**config.mk**
```make
export PLATFORM = sky130hd
export DESIGN_NAME = ps2md_framer_flat
export DESIGN_NICKNAME = d
export VERILOG_FILES = /design/src/sv/ps2md_pkg.sv /design/src/sv/ps2md_in_if.sv /design/src/sv/ps2md_framer.sv /design/src/flat_wrapper.sv
export SDC_FILE = /design/constraint.sdc
export NUM_CORES = 1
export LEC_CHECK = 0
export ABC_CLOCK_PERIOD_IN_PS = 1500
export BUFFER_PORTS_ARGS = -buffer_cell sky130_fd_sc_hd__buf_4
export CAP_MARGIN = 15
export CORE_MARGIN = 10
export CORE_UTILIZATION = 41
export DETAILED_ROUTE_END_ITERATION = 8
export MAX_ROUTING_LAYER = met4
export PLACE_DENSITY = 0.7
export SLEW_MARGIN = 15
export SYNTH_ARGS = -nofsm -noshare
export SYNTH_HDL_FRONTEND = slang
export SYNTH_SLANG_ARGS = --single-unit
```
**constraint.sdc**
```tcl
create_clock -name clk_i -period 1.5 [get_ports clk_i]
set_clock_uncertainty 0.2 [all_clocks]
set_input_delay 0.075 -clock clk_i [delete_from_list [all_inputs] [get_ports clk_i]]
set_output_delay 0.075 -clock clk_i [all_outputs]
set_load 0.02 [all_outputs]
```
**src/sv/ps2md_pkg.sv**
```systemverilog
// ----------------------------------------------------------------------------
// PS/2 mouse decoder package
// Shared widths, field positions, register codes, types and helper functions.
// ----------------------------------------------------------------------------
package ps2md_pkg;

  // Cursor coordinate width and derived widths
  localparam int COORD_BITS = 12;
  localparam int CFG_W      = 13;
  localparam int CFG_IDX_W  = 1;
  localparam int LIM_W      = COORD_BITS + 1;
  localparam int EXT_W      = (CFG_W > LIM_W) ? CFG_W : LIM_W;
  localparam int DELTA_W    = 9;
  localparam int SUM_W      = COORD_BITS + 2;
  localparam int BTN_W      = 3;

  // Header byte bit positions
  localparam int BTN_LEFT_BIT   = 0;
  localparam int BTN_RIGHT_BIT  = 1;
  localparam int BTN_MIDDLE_BIT = 2;
  localparam int SYNC_BIT       = 3;
  localparam int XSIGN_BIT      = 4;
  localparam int YSIGN_BIT      = 5;

  // Screen size after reset
  localparam logic [CFG_W-1:0] RESET_WIDTH  = CFG_W'(1024);
  localparam logic [CFG_W-1:0] RESET_HEIGHT = CFG_W'(768);

  // Byte position within a packet
  typedef enum logic [1:0] {
    PH_HEAD  = 2'd0,
    PH_XMOVE = 2'd1,
    PH_YMOVE = 2'd2
  } phase_e;

  // Configuration register codes
  typedef enum logic [CFG_IDX_W-1:0] {
    REG_SCREEN_WIDTH  = 1'b0,
    REG_SCREEN_HEIGHT = 1'b1
  } reg_idx_e;

  typedef struct packed {
    logic             we;
    reg_idx_e         idx;
    logic [CFG_W-1:0] data;
  } cfg_wr_t;

  typedef struct packed {
    logic [7:0] header;
    logic [7:0] xmove;
    logic [7:0] ymove;
  } packet_t;

  typedef struct packed {
    logic [COORD_BITS-1:0] x;
    logic [COORD_BITS-1:0] y;
    logic [BTN_W-1:0]      down;
    logic [BTN_W-1:0]      click;
  } result_t;

  // Map a size register onto the range 1 .. 2^COORD_BITS
  function automatic logic [LIM_W-1:0] eff_limit(input logic [CFG_W-1:0] r);
    logic [EXT_W-1:0] ext;
    logic [EXT_W-1:0] cap;
    ext = EXT_W'(r);
    cap = EXT_W'(1) << COORD_BITS;
    if (ext == '0) begin
      return LIM_W'(1);
    end else if (ext > cap) begin
      return LIM_W'(cap);
    end else begin
      return LIM_W'(ext);
    end
  endfunction

  // Clamp a signed position to 0 .. lim-1
  function automatic logic [COORD_BITS-1:0] clamp_pos(input logic signed [SUM_W-1:0] v,
                                                      input logic [LIM_W-1:0] lim);
    logic signed [SUM_W-1:0] lim_s;
    lim_s = $signed(SUM_W'(lim));
    if (v < 0) begin
      return '0;
    end else if (v >= lim_s) begin
      return COORD_BITS'(lim - LIM_W'(1));
    end else begin
      return COORD_BITS'(v);
    end
  endfunction

  localparam logic [COORD_BITS-1:0] RESET_POS_X = COORD_BITS'(eff_limit(RESET_WIDTH) >> 1);
  localparam logic [COORD_BITS-1:0] RESET_POS_Y = COORD_BITS'(eff_limit(RESET_HEIGHT) >> 1);

endpackage

```
**src/sv/ps2md_in_if.sv**
```systemverilog
// ----------------------------------------------------------------------------
// PS/2 byte channel
// Valid/ready channel carrying one raw byte from the mouse.
// ----------------------------------------------------------------------------
interface ps2md_in_if;
  logic       valid;
  logic       ready;
  logic [7:0] data_byte;

  modport source (output valid, output data_byte, input ready);
  modport sink   (input valid, input data_byte, output ready);
endinterface

```
**src/sv/ps2md_framer.sv**
```systemverilog
// ----------------------------------------------------------------------------
// PS/2 packet framer
// Registers incoming bytes, tracks the byte position and assembles packets.
// ----------------------------------------------------------------------------
module ps2md_framer import ps2md_pkg::*; (
  input  logic        clk_i,
  input  logic        rst_ni,
  ps2md_in_if.sink    in_i,
  output logic        pkt_valid_o,
  output packet_t     pkt_o,
  input  logic        pkt_ready_i
);

  logic       byte_vld_q;
  logic [7:0] byte_q;
  phase_e     phase_q, phase_d;
  logic [7:0] header_q;
  logic [7:0] xmove_q;
  logic       adv;
  logic       hdr_we;
  logic       xmv_we;

  // Retire the held byte unless it closes a packet the cursor stage cannot take
  assign adv         = byte_vld_q && ((phase_q != PH_YMOVE) || pkt_ready_i);
  assign in_i.ready  = !byte_vld_q || adv;
  assign pkt_valid_o = byte_vld_q && (phase_q == PH_YMOVE);
  assign pkt_o       = '{header: header_q, xmove: xmove_q, ymove: byte_q};

  // Input register
  always_ff @(posedge clk_i or negedge rst_ni) begin
    if (!rst_ni) begin
      byte_vld_q <= 1'b0;
    end else if (in_i.ready) begin
      byte_vld_q <= in_i.valid;
    end
  end

  always_ff @(posedge clk_i) begin
    if (in_i.valid && in_i.ready) begin
      byte_q <= in_i.data_byte;
    end
  end

  // Next byte position
  always_comb begin
    phase_d = phase_q;
    if (adv) begin
      unique case (phase_q)
        PH_XMOVE: phase_d = PH_YMOVE;
        PH_YMOVE: phase_d = PH_HEAD;
        default:  phase_d = byte_q[SYNC_BIT] ? PH_XMOVE : PH_HEAD;
      endcase
    end
  end

  // Field capture strobes
  always_comb begin
    hdr_we = 1'b0;
    xmv_we = 1'b0;
    if (adv) begin
      unique case (phase_q)
        PH_XMOVE: xmv_we = 1'b1;
        PH_YMOVE: ;
        default:  hdr_we = 1'b1;
      endcase
    end
  end

  always_ff @(posedge clk_i or negedge rst_ni) begin
    if (!rst_ni) begin
      phase_q <= PH_HEAD;
    end else begin
      phase_q <= phase_d;
    end
  end

  // Hold header and X movement until the packet closes
  always_ff @(posedge clk_i) begin
    if (hdr_we) begin
      header_q <= byte_q;
    end
    if (xmv_we) begin
      xmove_q <= byte_q;
    end
  end

endmodule

```
**src/flat_wrapper.sv**
```systemverilog
// flat-port wrapper written by rule: the top's interface ports become plain ports
module ps2md_framer_flat import ps2md_pkg::*;
  (clk_i, rst_ni, pkt_valid_o, pkt_o, pkt_ready_i, in_i_valid, in_i_data_byte, in_i_ready);
  ps2md_in_if in_i_i ();
  input  logic clk_i;
  input  logic rst_ni;
  output logic pkt_valid_o;
  output packet_t pkt_o;
  input  logic pkt_ready_i;
  input wire logic [$bits(in_i_i.valid)-1:0] in_i_valid;
  input wire logic [$bits(in_i_i.data_byte)-1:0] in_i_data_byte;
  output wire logic [$bits(in_i_i.ready)-1:0] in_i_ready;
  assign in_i_i.valid = in_i_valid;
  assign in_i_i.data_byte = in_i_data_byte;
  assign in_i_ready = in_i_i.ready;
  ps2md_framer u_core (.clk_i(clk_i), .rst_ni(rst_ni), .in_i(in_i_i), .pkt_valid_o(pkt_valid_o), .pkt_o(pkt_o), .pkt_ready_i(pkt_ready_i));
endmodule
```
==> results of run 1 <==
worst max-delay path, stage by stage, from the launching register on:
cell and delay [ns]:
dfrtp_1 0.41, inv_2 0.08, ha_4 0.13, and2_4 0.15, nand2b_4 0.06, buf_6 0.11, buf_6 0.12
cells in the mapped netlist:
library cell | instances | area (um2)
and2_1 | 1 | 6.26
and2_4 | 1 | 8.76
dfrtp_1 | 3 | 75.1
edfxtp_1 | 24 | 721
ha_1 | 2 | 25.0
inv_1 | 5 | 18.8
mux2i_1 | 2 | 20.0
nand2_1 | 1 | 3.75
nand2b_1 | 1 | 6.26
nand2b_2 | 1 | 8.76
nor2_1 | 2 | 7.51
o21ai_2 | 1 | 8.76
per-layer routing:
layer	up-vias	global-route usage [%]	share of wire, %
met5	-	-	0
met1	279	6.32	30
met4	0	4.62	0.39
met2	20	17.4	60
li1	274	-	-
met3	2	4.52	9.6
logic make-up (layout without fill, tap and decap cells):
group	after synthesis	after routing	synth area share, %
flops	27	27	87.5
simple gates	7	7	4.54
buf+inv	5	65	2.06
fa+ha+maj	2	2	2.75
mux	2	2	2.20
compound gates	1	1	0.963
registers in the layout, summed over array words and instances (netlist names):
signal,flops
u_core.byte_q,8
u_core.header_q,8
u_core.xmove_q,8
u_core.phase_q,2
u_core.byte_vld_q,1
how the worst max path moves through the flow:
stage	to	slack, ns	cells after the start
after floorplan	u_core.byte_q[0]$_DFFE_PP_	-0.02	4
after global placement	u_core.header_q[2]$_DFFE_PP_	-0.06	5
after detailed placement	u_core.header_q[2]$_DFFE_PP_	-0.13	5
after CTS	in_i_ready	-0.15	6
after global routing	in_i_ready	-0.19	6
final	in_i_ready	-0.13	6
metrics by stage:
stage,instances,hold slack (ns),setup slack [ns]
3_3_place_gp,112,-0.334,-0.0564
6_report,131,0.0204,-0.132
5_1_grt,131,0.0111,-0.188
4_1_cts,129,0.0271,-0.148
2_1_floorplan,44,-0.421,-0.0203
3_5_place_dp,112,-0.334,-0.126
power groups by stage:
stage / registers [mW] / logic [mW] / clock network [mW]
after CTS: 1.08 / 0.752 / 0.298
after floorplan: 1.24 / 0.208 / 0
after detailed placement: 1.09 / 0.687 / 0
after global routing: 1.08 / 0.838 / 0.326
final: 1.08 / 0.777 / 0.287
after global placement: 1.08 / 0.669 / 0
final cells by class:
type	count	area, um2	area share [%]
sequential	27	796	53.5
multi-input combinational	12	145	9.76
tap	27	33.8	2.27
timing repair buffer	56	467	31.4
clock buffer	4	26.3	1.77
inverter	5	18.8	1.26
layout by cell type (no fill, tap or decap):
| cell | Yosys | final |
|---|---|---|
| buf_4 | 0 | 40 |
| edfxtp_1 | 24 | 24 |
| dlygate4sd3_1 | 0 | 11 |
| buf_6 | 0 | 5 |
| inv_1 | 5 | 3 |
| clkbuf_4 | 0 | 3 |
| dfrtp_1 | 3 | 3 |
| and2_4 | 1 | 2 |
| nand2b_4 | 0 | 2 |
| inv_2 | 0 | 2 |
| nor2_4 | 0 | 2 |
| mux2i_1 | 2 | 2 |
| o21ai_4 | 0 | 1 |
| nand2_1 | 1 | 1 |
| ha_4 | 0 | 1 |
| ha_1 | 2 | 1 |
| clkbuf_1 | 0 | 1 |
what timing repair did:
item                       4_1_cts  5_1_grt
pin swaps                        2        3
hold endpoints to repair        20        0
setup buffers                    2        2
setup endpoints to repair       28       27
hold buffers                    11        0
gates resized for setup          5        6
==> Implementation_results.wiki, run 1 <==
{| class="wikitable"
! Metric !! Value
|-
| Max Cap Violations || 0
|-
| Clock buffer depth || 2
|-
| Arr. time, crit path || about 1.4 ns
|-
| Share of the clock period used by the worst path after layout || 109%
|-
| Share of post-route cells with drive strength above 1 || a little under three fifths
|-
| CP Data Required Time || 1.22 ns
|-
| Number of buffers inserted during clock tree synthesis || 3
|-
| Inserted Diodes || 0
|-
| Net switching power figure || between 600 and 700 uW
|-
| Wire length of the first global-routing pass || approximately 2900 um
|-
| Power density over the cells || around 1400 mW/mm2
|-
| Die outline area || 0.00450 mm2
|-
| Post-synthesis instance area || 910 um2
|-
| RR Endpoint || u_core.header_q[2]$_DFFE_PP_
|-
| Post-layout worst setup margin || -0.132 ns
|-
| Sum of negative setup slack || -2.06 ns
|-
| Cell area after placement || between 0.001 and 0.0015 mm2
|-
| Switch share || roughly a third
|-
| Hold path depth || 4
|-
| Routability-driven placement congestion ratio || 0.735
|-
| Pin count of the biggest net entering global routing || 15
|-
| Cells after synthesis || 44
|-
| Initial detailed-routing violation count || 10
|-
| Synthesized flop and latch total || 27
|-
| Detail Route Antenna Nets || 0
|-
| Via count normalized by instance count || 4.39
|-
| Syn_area_per_cell || between 20 and 25 um2
|-
| Combinational power share || ~36%
|-
| Floorplan Core Area || 0.00204 mm2
|-
| Initial antenna violation count || 0
|-
| Hold wc startpoint || pkt_ready_i
|-
| Design internal power || 1.46 mW
|-
| Worst Hold Class || input port to flop
|-
| Total number of clock tree sinks || 27
|-
| Post-synthesis sequential area ratio || 87.5%
|-
| Count of endpoints failing setup in the final report || 18
|-
| Count of unique library cells instantiated by Yosys || 12
|-
| Via count of the first global-routing pass || between 600 and 700
|-
| I/O Buffers || 37
|-
| CTS tree || built
|-
| Growth of design area from synthesis to finish || 63.4%
|-
| Worst Reg-to-Reg Cells || 5
|-
| Run status || finished with violations
|-
| Worst-path fanout max || 2
|-
| End of the worst hold path || u_core.phase_q[1]$_DFFE_PN0P_
|-
| Hold Fails Final Rpt || 0
|-
| Crit. Startpoint || u_core.phase_q[0]$_DFFE_PN0P_
|-
| Critical Path Source Type || flop
|-
| H-Tree Depth || 1
|-
| Capturing element type of the critical path || output port
|-
| Nets || 119
|-
| Chip height || between 60 and 70 um
|-
| Unrepaired setup endpoints after global routing || true
|-
| WL per Instance || between 15 and 20 um
|-
| Final Slew Violations || 0
|-
| Violations in the final reports || setup timing
|-
| Clock period minus worst slack || between 1.5 and 2 ns
|-
| FF-to-FF setup slack || -0.13 ns
|-
| Pleak || 0.627 nW
|-
| Peak supply drop || 850 uV
|-
| Finished Core Util || 72.8%
|-
| Routed wire length || about 2100 um
|-
| TritonRoute pass-1 iters || 3
|-
| Class of the most critical setup path || flop to output port
|-
| Reg clk slew, reported paths || ~0.12 ns
|-
| Ports placed on the boundary || 38
|-
| Placed wire-length estimate after detailed placement || 1560 um
|-
| Initial Util || between 40% and 50%
|-
| Post-synth net total || 58
|-
| Normalized max-slew margin || between 80% and 90%
|-
| GRT Residual Overflow || 0
|-
| Global-route usage over all layers || between 9 and 10%
|-
| Reg power frac || 50.3%
|-
| Clock tree root buffer cell || clkbuf_4
|-
| Maximum clock rate || 613 MHz
|-
| Synth warn || 0
|-
| Overall power || 2.14 mW
|-
| Residual DRC || 0
|-
| Share of total power in the clock network || roughly 13%
|-
| Detailed-route via count || between 500 and 600
|-
| Layout fillers || 137
|-
| Slew of the pin with the lowest slew margin || 0.268 ns
|-
| Die Wd || around 67 um
|-
| Final std cell area, no fill || 0.00149 mm2
|-
| Later-pin clock latency in the skew report || about 0.3 ns
|-
| Reg-to-reg critical path startpoint || u_core.phase_q[1]$_DFFE_PN0P_
|-
| Row count || 16
|}
Power figures use the tool's default switching activity.
==> run 2: changes to the inputs <==
--- a/config.mk
+++ b/config.mk
@@ -5,14 +5,13 @@
 export SDC_FILE = /design/constraint.sdc
 export NUM_CORES = 1
 export LEC_CHECK = 0
-export ABC_CLOCK_PERIOD_IN_PS = 1500
-export BUFFER_PORTS_ARGS = -buffer_cell sky130_fd_sc_hd__buf_4
 export CAP_MARGIN = 15
 export CORE_MARGIN = 10
-export CORE_UTILIZATION = 41
+export CORE_UTILIZATION = 52
 export DETAILED_ROUTE_END_ITERATION = 8
+export DONT_BUFFER_PORTS = 1
 export MAX_ROUTING_LAYER = met4
-export PLACE_DENSITY = 0.7
+export PLACE_DENSITY = 0.67
 export SLEW_MARGIN = 15
 export SYNTH_ARGS = -nofsm -noshare
 export SYNTH_HDL_FRONTEND = slang
==> run 2 against run 1 <==
Effect of this change: first-iteration DRC count unchanged; sequential power up 16%; the run ends with hold timing, setup timing left; register-to-register slack improved by 0.11 ns; critical endpoint unchanged; die area down 15%; flip-flop and latch count unchanged; clock power is 2% higher; power fell by 3.9%.
==> Implementation_results.wiki, run 2 (synthesis results as in run 1) <==
{| class="wikitable"
! Metric !! Value
|-
| Initial antenna violation count || 0 (unchanged)
|-
| Pin count of the biggest net entering global routing || 15 (unchanged)
|-
| FF-to-FF setup slack || -0.02 ns (+0.11 ns)
|-
| Critical Path Source Type || flop
|-
| Hold path depth || 3 (-1)
|-
| Peak supply drop || 951 uV (+12%)
|-
| Die outline area || 0.00382 mm2 (-15%)
|-
| Class of the most critical setup path || flop to output port
|-
| Highest routed layer || met4
|-
| Unrepaired setup endpoints after global routing || true
|-
| Regs by FF count || u_core.byte_q: 8 flops, u_core.header_q: 8 flops, u_core.xmove_q: 8 flops
|-
| Clock buffer depth || 2 (unchanged)
|-
| Maximum clock rate || 640 MHz (+4.4%)
|-
| Growth of design area from synthesis to finish || 31.6%
|-
| Post-cts hold buffer count || 11 (unchanged)
|-
| Pleak || 0.438 nW (-30%)
|-
| Worst Reg-to-Reg Cells || 4 (-1)
|-
| Layout fillers || 110 (-20%)
|-
| Count of endpoints failing setup in the final report || 11 (-7)
|-
| Routability-driven placement congestion ratio || 0.793 (+7.8%)
|-
| GRT Residual Overflow || 0 (unchanged)
|-
| Initial Util || 53.9% (+9.3 points)
|-
| End of the worst hold path || u_core.byte_vld_q$_DFFE_PN0P_
|-
| CTS tree || built
|-
| Ports placed on the boundary || 38 (unchanged)
|-
| Clock tree root buffer cell || clkbuf_4
|-
| Most frequent standard cell in the layout excluding fill and tap cells || edfxtp_1
|-
| Share of the clock period used by the worst path after layout || 104% (-4.6 points)
|-
| Arr. time, crit path || 1.29 ns (-0.07 ns)
|-
| Clock period minus worst slack || 1.56 ns (-0.0692 ns)
|-
| Die Wd || 61.8 um (-7.9%)
|-
| Cell count after placement || 66 (-41%)
|-
| Hold wc startpoint || pkt_ready_i
|-
| Detail Route Antenna Nets || 0 (unchanged)
|-
| TritonRoute pass-1 iters || 4 (+1)
|-
| I/O Buffers || 0 (-100%)
|-
| Most used cells in the layout excluding fill and tap cells || 24 x edfxtp_1, 11 x dlygate4sd3_1, 5 x buf_4, 4 x inv_2
|-
| Via count of the first global-routing pass || 506 (-20%)
|-
| Nets || 82 (-31%)
|-
| H-Tree Depth || 1 (unchanged)
|-
| Number of buffers inserted during clock tree synthesis || 3 (unchanged)
|-
| Total number of clock tree sinks || 27 (unchanged)
|-
| Post-layout worst setup margin || -0.0632 ns (+0.0692 ns)
|-
| Later-pin clock latency in the skew report || 0.31 ns (about the same)
|-
| Post-route non-filler standard cell count || 84 (-36%)
|-
| Share of post-route cells with drive strength above 1 || 35.8% (-20 points)
|-
| RR Endpoint || u_core.byte_q[4]$_DFFE_PP_
|-
| Max Cap Violations || 0 (unchanged)
|-
| Run status || finished with violations
|-
| Final Slew Violations || 0 (unchanged)
|-
| Via count normalized by instance count || 5.35 (+22%)
|-
| Metal3 WL || 95 um (-52%)
|-
| Placed wire-length estimate after detailed placement || 1260 um (-19%)
|-
| Violations in the final reports || hold timing, setup timing
|-
| Reg-to-reg critical path startpoint || u_core.phase_q[1]$_DFFE_PN0P_
|-
| Worst Hold Class || input port to flop
|-
| Initial detailed-routing violation count || 10 (unchanged)
|-
| Slew of the pin with the lowest slew margin || 0.293 ns (+0.0257 ns)
|-
| Inserted Diodes || 0 (unchanged)
|-
| Chip height || 61.8 um (-7.9%)
|-
| Row count || 15 (-1)
|-
| Met2 WL || 989 um (-20%)
|-
| Residual DRC || 0 (unchanged)
|-
| Worst slack at placement || -0.0863 ns (+0.0401 ns)
|-
| Floorplan Core Area || 0.00169 mm2 (-17%)
|-
| Hold Fails Final Rpt || 7 (+7)
|-
| Power density over the cells || 1720 mW/mm2 (+19%)
|-
| Global-route usage over all layers || 9.69% (+0.69 points)
|-
| Wire length of the first global-routing pass || 2440 um (-15%)
|-
| Detailed-route via count || 449 (-22%)
|-
| CP Data Required Time || 1.22 ns (about the same)
|-
| WL per Instance || 20.4 um (+29%)
|-
| Worst-path fanout max || 2 (unchanged)
|-
| Final hold slack || -0.128 ns (-0.148 ns)
|-
| Reg clk slew, reported paths || 0.13 ns (about the same)
|-
| Routed wire length || 1720 um (-17%)
|-
| Normalized max-slew margin || 80.5% (-1.7 points)
|-
| Routed metal-1 wire length || 608 um (-2.7%)
|-
| Capturing element type of the critical path || output port
|}
-- run 2: cell types whose count changed in the layout (fill, tap and decap cells not counted) --
cell | previous run | this run
buf_4 | 40 | 5
buf_6 | 5 | 3
inv_1 | 3 | 1
inv_2 | 2 | 4
ha_1 | 1 | 0
ha_4 | 1 | 2
mux2i_1 | 2 | 1
mux2i_2 | 0 | 1
nand2b_1 | 0 | 1
nand2b_4 | 2 | 1
-- run 2: power by group --
group | internal [mW] | switching [mW] | total, mW | leakage, nW
clock network | 0.104 | 0.189 | 0.293 | 0.0150
registers | 1.02 | 0.225 | 1.25 | 0.264
logic | 0.250 | 0.266 | 0.516 | 0.159
-- run 2: timing repair --
action | in CTS | in global routing
pin swaps | 1 | 1
hold endpoints to repair | 22 | 11
setup endpoints to repair | 28 | 28
resized for setup | 4 | 9
buffers inserted | 3 | 2
-- run 2: worst max-delay path by stage --
stage                             startpoint                           end  slack (ns)  cells past startpoint
2_1_floorplan  u_core.phase_q[1]$_DFFE_PN0P_    u_core.byte_q[0]$_DFFE_PP_       -0.02                      4
3_3_place_gp   u_core.phase_q[0]$_DFFE_PN0P_  u_core.header_q[7]$_DFFE_PP_       -0.02                      4
3_5_place_dp   u_core.phase_q[0]$_DFFE_PN0P_   u_core.xmove_q[1]$_DFFE_PP_       -0.09                      6
4_1_cts        u_core.phase_q[0]$_DFFE_PN0P_                    in_i_ready       -0.05                      5
5_1_grt        u_core.phase_q[0]$_DFFE_PN0P_                    in_i_ready       -0.13                      5
6_report       u_core.phase_q[0]$_DFFE_PN0P_                    in_i_ready       -0.06                      5
-- run 2: routing by layer --
layer | vias to the layer above | GRT usage [%]
met1 | 220 | 8.73
li1 | 200 | -
met3 | 4 | 3.05
met5 | - | -
met2 | 25 | 17.0
met4 | 0 | 6.69
-- run 2: layout make-up --
cell class,instances,area [um2],share of cell area [%]
flip-flops and latches,27,796,66.5
repair buffers,19,181,15.2
multi-input cells,12,154,12.9
clock buffers,4,26.3,2.19
well taps,17,21.3,1.78
inverters,5,18.8,1.57
-- run 2: through the flow --
| stage | area [um2] | setup TNS [ns] | power, mW | utilization [%] | hold slack [ns] |
|---|---|---|---|---|---|
| 6_report | 1200 | -0.211 | 2.06 | 70.9 | -0.128 |
| 2_1_floorplan | 930 | -0.163 | 1.44 | - | -0.421 |
| 3_5_place_dp | 1000 | -1.60 | 1.61 | 59.3 | -0.420 |
| 4_1_cts | 1170 | -0.651 | 1.99 | 69.5 | -0.144 |
| 3_3_place_gp | 1000 | -0.158 | 1.57 | 59.3 | -0.420 |
| 5_1_grt | 1200 | -1.76 | 2.17 | 70.9 | -0.131 |
-- run 2: critical path: stages (launching register included) --
cell,delay [ns]
dfrtp_1,0.41
inv_2,0.08
ha_4,0.13
and2_4,0.16
nand2b_4,0.06
buf_6,0.13
==> run 3: changes to the inputs <==
--- a/config.mk
+++ b/config.mk
@@ -5,9 +5,12 @@
 export SDC_FILE = /design/constraint.sdc
 export NUM_CORES = 1
 export LEC_CHECK = 0
+export ABC_AREA = 1
 export CAP_MARGIN = 15
+export CELL_PAD_IN_SITES_DETAIL_PLACEMENT = 0
+export CELL_PAD_IN_SITES_GLOBAL_PLACEMENT = 2
 export CORE_MARGIN = 10
-export CORE_UTILIZATION = 52
+export CORE_UTILIZATION = 35
 export DETAILED_ROUTE_END_ITERATION = 8
 export DONT_BUFFER_PORTS = 1
 export MAX_ROUTING_LAYER = met4
==> run 3 against run 2 <==
Effect of this change: the flow finishes with violations (setup timing); register-to-register slack is essentially flat; cell area grew 1.4%; power shrank 6.3%; sequential power is essentially flat; synthesized cell count grew 16%; synthesized area grew 0.28%; cell count grew 24%; die area grew 32%; critical path type unchanged; critical endpoint unchanged; largest power group unchanged.
==> Implementation_results.wiki, run 3 <==
{| class="wikitable"
! Metric !! Value
|-
| Most used standard cell by instance count after synthesis || edfxtp_1
|-
| Count of endpoints failing setup in the final report || 24 (+13)
|-
| Area contributors post-synth || edfxtp_1 79%, dfrtp_1 8.2%, nand2_1 3.3%
|-
| Ports placed on the boundary || 38 (unchanged)
|-
| WL per Instance || 16.9 um (-17%)
|-
| Capturing element type of the critical path || output port
|-
| Most common flop cell mapped by yosys || edfxtp_1
|-
| Post-synth net total || 65 (+12%)
|-
| Worst Hold Class || input port to flop
|-
| Fraction of synthesized cell area taken by the top area cell type || 79.0% (-0.22 points)
|-
| Cell area after placement || 0.00104 mm2 (+3.5%)
|-
| Final hold slack || 0.168 ns (+0.296 ns)
|-
| Routed wire length || 1760 um (+2.6%)
|-
| Final Slew Violations || 0 (unchanged)
|-
| Later-pin clock latency in the skew report || 0.32 ns (about the same)
|-
| Combinational power share || 18.2% (-6.9 points)
|-
| Placed wire-length estimate after detailed placement || 1350 um (+7.2%)
|-
| Run status || finished with violations
|-
| Cell count after placement || 88 (+33%)
|-
| TritonRoute pass-1 iters || 3 (-1)
|-
| Count of unique library cells instantiated by Yosys || 10 (-2)
|-
| Critical Path Source Type || flop
|-
| CTS tree || built
|-
| Via count of the first global-routing pass || 546 (+7.9%)
|-
| Most frequent standard cell in the layout excluding fill and tap cells || edfxtp_1
|-
| H-Tree Depth || 1 (unchanged)
|-
| Synth warn || 0 (unchanged)
|-
| CP Data Required Time || 1.22 ns (about the same)
|-
| Post-synthesis sequential area ratio || 87.2% (-0.24 points)
|-
| Syn_area_per_cell || 17.9 um2 (-13%)
|-
| Clock period minus worst slack || 1.57 ns (+0.00444 ns)
|-
| Post-synthesis instance area || 912 um2 (+0.28%)
|-
| Detailed-route via count || 463 (+3.1%)
|-
| Number of buffers inserted during clock tree synthesis || 3 (unchanged)
|-
| Post-route non-filler standard cell count || 104 (+24%)
|-
| Fraction of registers with async set/reset || 11.1% (unchanged)
|-
| Inserted Diodes || 0 (unchanged)
|-
| Initial antenna violation count || 0 (unchanged)
|-
| Reg clk slew, reported paths || 0.14 ns (about the same)
|-
| Nets || 89 (+8.5%)
|-
| Maximum clock rate || 638 MHz (-0.28%)
|-
| Cell taking the most area after synthesis || edfxtp_1
|-
| Number of synthesized flops with an enable pin || 24 (unchanged)
|-
| Design internal power || 1.28 mW (-6.7%)
|-
| Hold Fails Final Rpt || 0 (-7)
|-
| Pleak || 0.474 nW (+8.2%)
|-
| Reg power frac || 65.7% (+5.1 points)
|-
| Peak supply drop || 868 uV (-8.7%)
|-
| Number of buffers added for setup after CTS || 0 (-3)
|-
| Detail Route Antenna Nets || 0 (unchanged)
|-
| Switch share || 33.3% (+0.25 points)
|-
| Unrepaired setup endpoints after global routing || true
|-
| Initial detailed-routing violation count || 12 (+2)
|-
| Arr. time, crit path || 1.29 ns (about the same)
|-
| Net switching power figure || 642 uW (-5.6%)
|-
| Share of the clock period used by the worst path after layout || 105% (+0.30 points)
|-
| Die Wd || 71.1 um (+15%)
|-
| I/O Buffers || 0 (unchanged)
|-
| Die outline area || 0.00505 mm2 (+32%)
|-
| Row count || 18 (+3)
|-
| Clock tree root buffer cell || clkbuf_4
|-
| Post-layout worst setup margin || -0.0677 ns (-0.00444 ns)
|-
| Share of post-route cells with drive strength above 1 || 29.7% (-6.1 points)
|-
| Slew of the pin with the lowest slew margin || 0.297 ns (+0.00418 ns)
|-
| Normalized max-slew margin || 80.2% (-0.28 points)
|-
| Chip height || 71.1 um (+15%)
|-
| Finished Core Util || 49.0% (-22 points)
|-
| Most used cells in the layout excluding fill and tap cells || 24 x edfxtp_1, 12 x dlygate4sd3_1, 6 x nand2_1
|-
| Sum of negative setup slack || -0.313 ns (-0.103 ns)
|-
| Global-route usage over all layers || 7.60% (-2.1 points)
|-
| Class of the most critical setup path || flop to output port
|-
| Synthesized flop and latch total || 27 (unchanged)
|-
| Growth of design area from synthesis to finish || 33.1%
|-
| Residual DRC || 0 (unchanged)
|-
| Final std cell area, no fill || 0.00121 mm2 (+1.4%)
|-
| Routability-driven placement congestion ratio || 0.781 (-1.4%)
|-
| Initial Util || 36.8% (-17 points)
|-
| Clock buffer depth || 2 (unchanged)
|-
| Violations in the final reports || setup timing
|-
| Cells after synthesis || 51 (+16%)
|-
| Share of total power in the clock network || 16.1% (+1.8 points)
|-
| Floorplan Core Area || 0.00248 mm2 (+47%)
|-
| Max Cap Violations || 0 (unchanged)
|-
| Worst slack at placement || -0.0532 ns (+0.0331 ns)
|-
| GRT Residual Overflow || 0 (unchanged)
|-
| Regs by FF count || u_core.byte_q: 8 flops, u_core.header_q: 8 flops, u_core.xmove_q: 8 flops
|-
| Power density over the cells || 1590 mW/mm2 (-7.6%)
|-
| Overall power || 1.93 mW (-6.3%)
|-
| Most common library cells after synthesis || 24 x edfxtp_1, 8 x nand2_1, 6 x inv_1, 3 x dfrtp_1
|-
| Worst-path fanout max || 3 (+1)
|-
| Wire length of the first global-routing pass || 2880 um (+18%)
|-
| Total number of clock tree sinks || 27 (unchanged)
|-
| Pin count of the biggest net entering global routing || 17 (+2)
|-
| Via count normalized by instance count || 4.45 (-17%)
|}
run 3: cell count changes after synthesis, moves of 2 or more:
cell	delta
mux2i_1	-2
nand2_2	+2
inv_2	+2
nand3_1	+2
nand2_1	+7
run 3: critical path, stage by stage (launching register included):
cell and delay, ns:
dfrtp_1 0.45, ha_4 0.19, nand2_2 0.06, inv_2 0.05, buf_6 0.13, nand2_4 0.09
run 3: repair_timing:
item	4_1_cts	5_1_grt
gates resized for setup	6	2
hold buffers	12	0
hold endpoints to repair	22	0
endpoints found under the setup margin	18	26
pin swaps	3	1
run 3: cells by family (layout without fill, tap and decap cells):
kind of cell / Yosys count / count (layout) / synth area share (%)
AND/OR/NAND/NOR: 13 / 13 / 6.17
buffers and inverters: 8 / 31 / 3.29
flip-flops: 27 / 27 / 87.2
AO/OA/AOI/OAI: 1 / 1 / 0.548
adder cells (fa/ha/maj): 2 / 2 / 2.74
run 3: worst paths after layout:
| path | start | endpoint | slack [ns] | cells past startpoint |
|---|---|---|---|---|
| max | u_core.phase_q[1]$_DFFE_PN0P_ | in_i_ready | -0.07 | 5 |
| min | in_i_data_byte[6] | u_core.byte_q[6]$_DFFE_PP_ | 0.17 | 1 |
| max reg2reg | u_core.phase_q[1]$_DFFE_PN0P_ | u_core.byte_q[7]$_DFFE_PP_ | -0.02 | 5 |
| min reg2reg | u_core.phase_q[1]$_DFFE_PN0P_ | u_core.phase_q[1]$_DFFE_PN0P_ | 0.39 | 2 |
| max in group asynchronous | rst_ni | u_core.phase_q[1]$_DFFE_PN0P_ | 0.62 | 2 |
| min in group asynchronous | rst_ni | u_core.phase_q[0]$_DFFE_PN0P_ | 0.32 | 2 |
run 3: routing by layer:
metal | global-route usage (%) | vias up | share of wire [%]
li1 | - | 221 | -
met1 | 6.90 | 216 | 35
met2 | 13.0 | 24 | 53
met3 | 4.04 | 2 | 11
met4 | 3.23 | 0 | 0.45
met5 | - | - | 0
run 3: final cells by class:
class | instances | area [um2]
tap | 30 | 37.5
sequential | 27 | 796
fill | 227 | 1260
clock inverter | 1 | 7.51
timing repair buffer | 19 | 193
multi-input combinational | 16 | 128
inverter | 8 | 30.0
clock buffer | 3 | 22.5
run 3: power groups by stage:
stage	Combinational [mW]	Sequential, mW	Clock, mW
3_3_place_gp	0.291	1.28	0
3_5_place_dp	0.292	1.28	0
6_report	0.350	1.27	0.311
2_1_floorplan	0.183	1.25	0
4_1_cts	0.348	1.27	0.326
5_1_grt	0.399	1.29	0.367
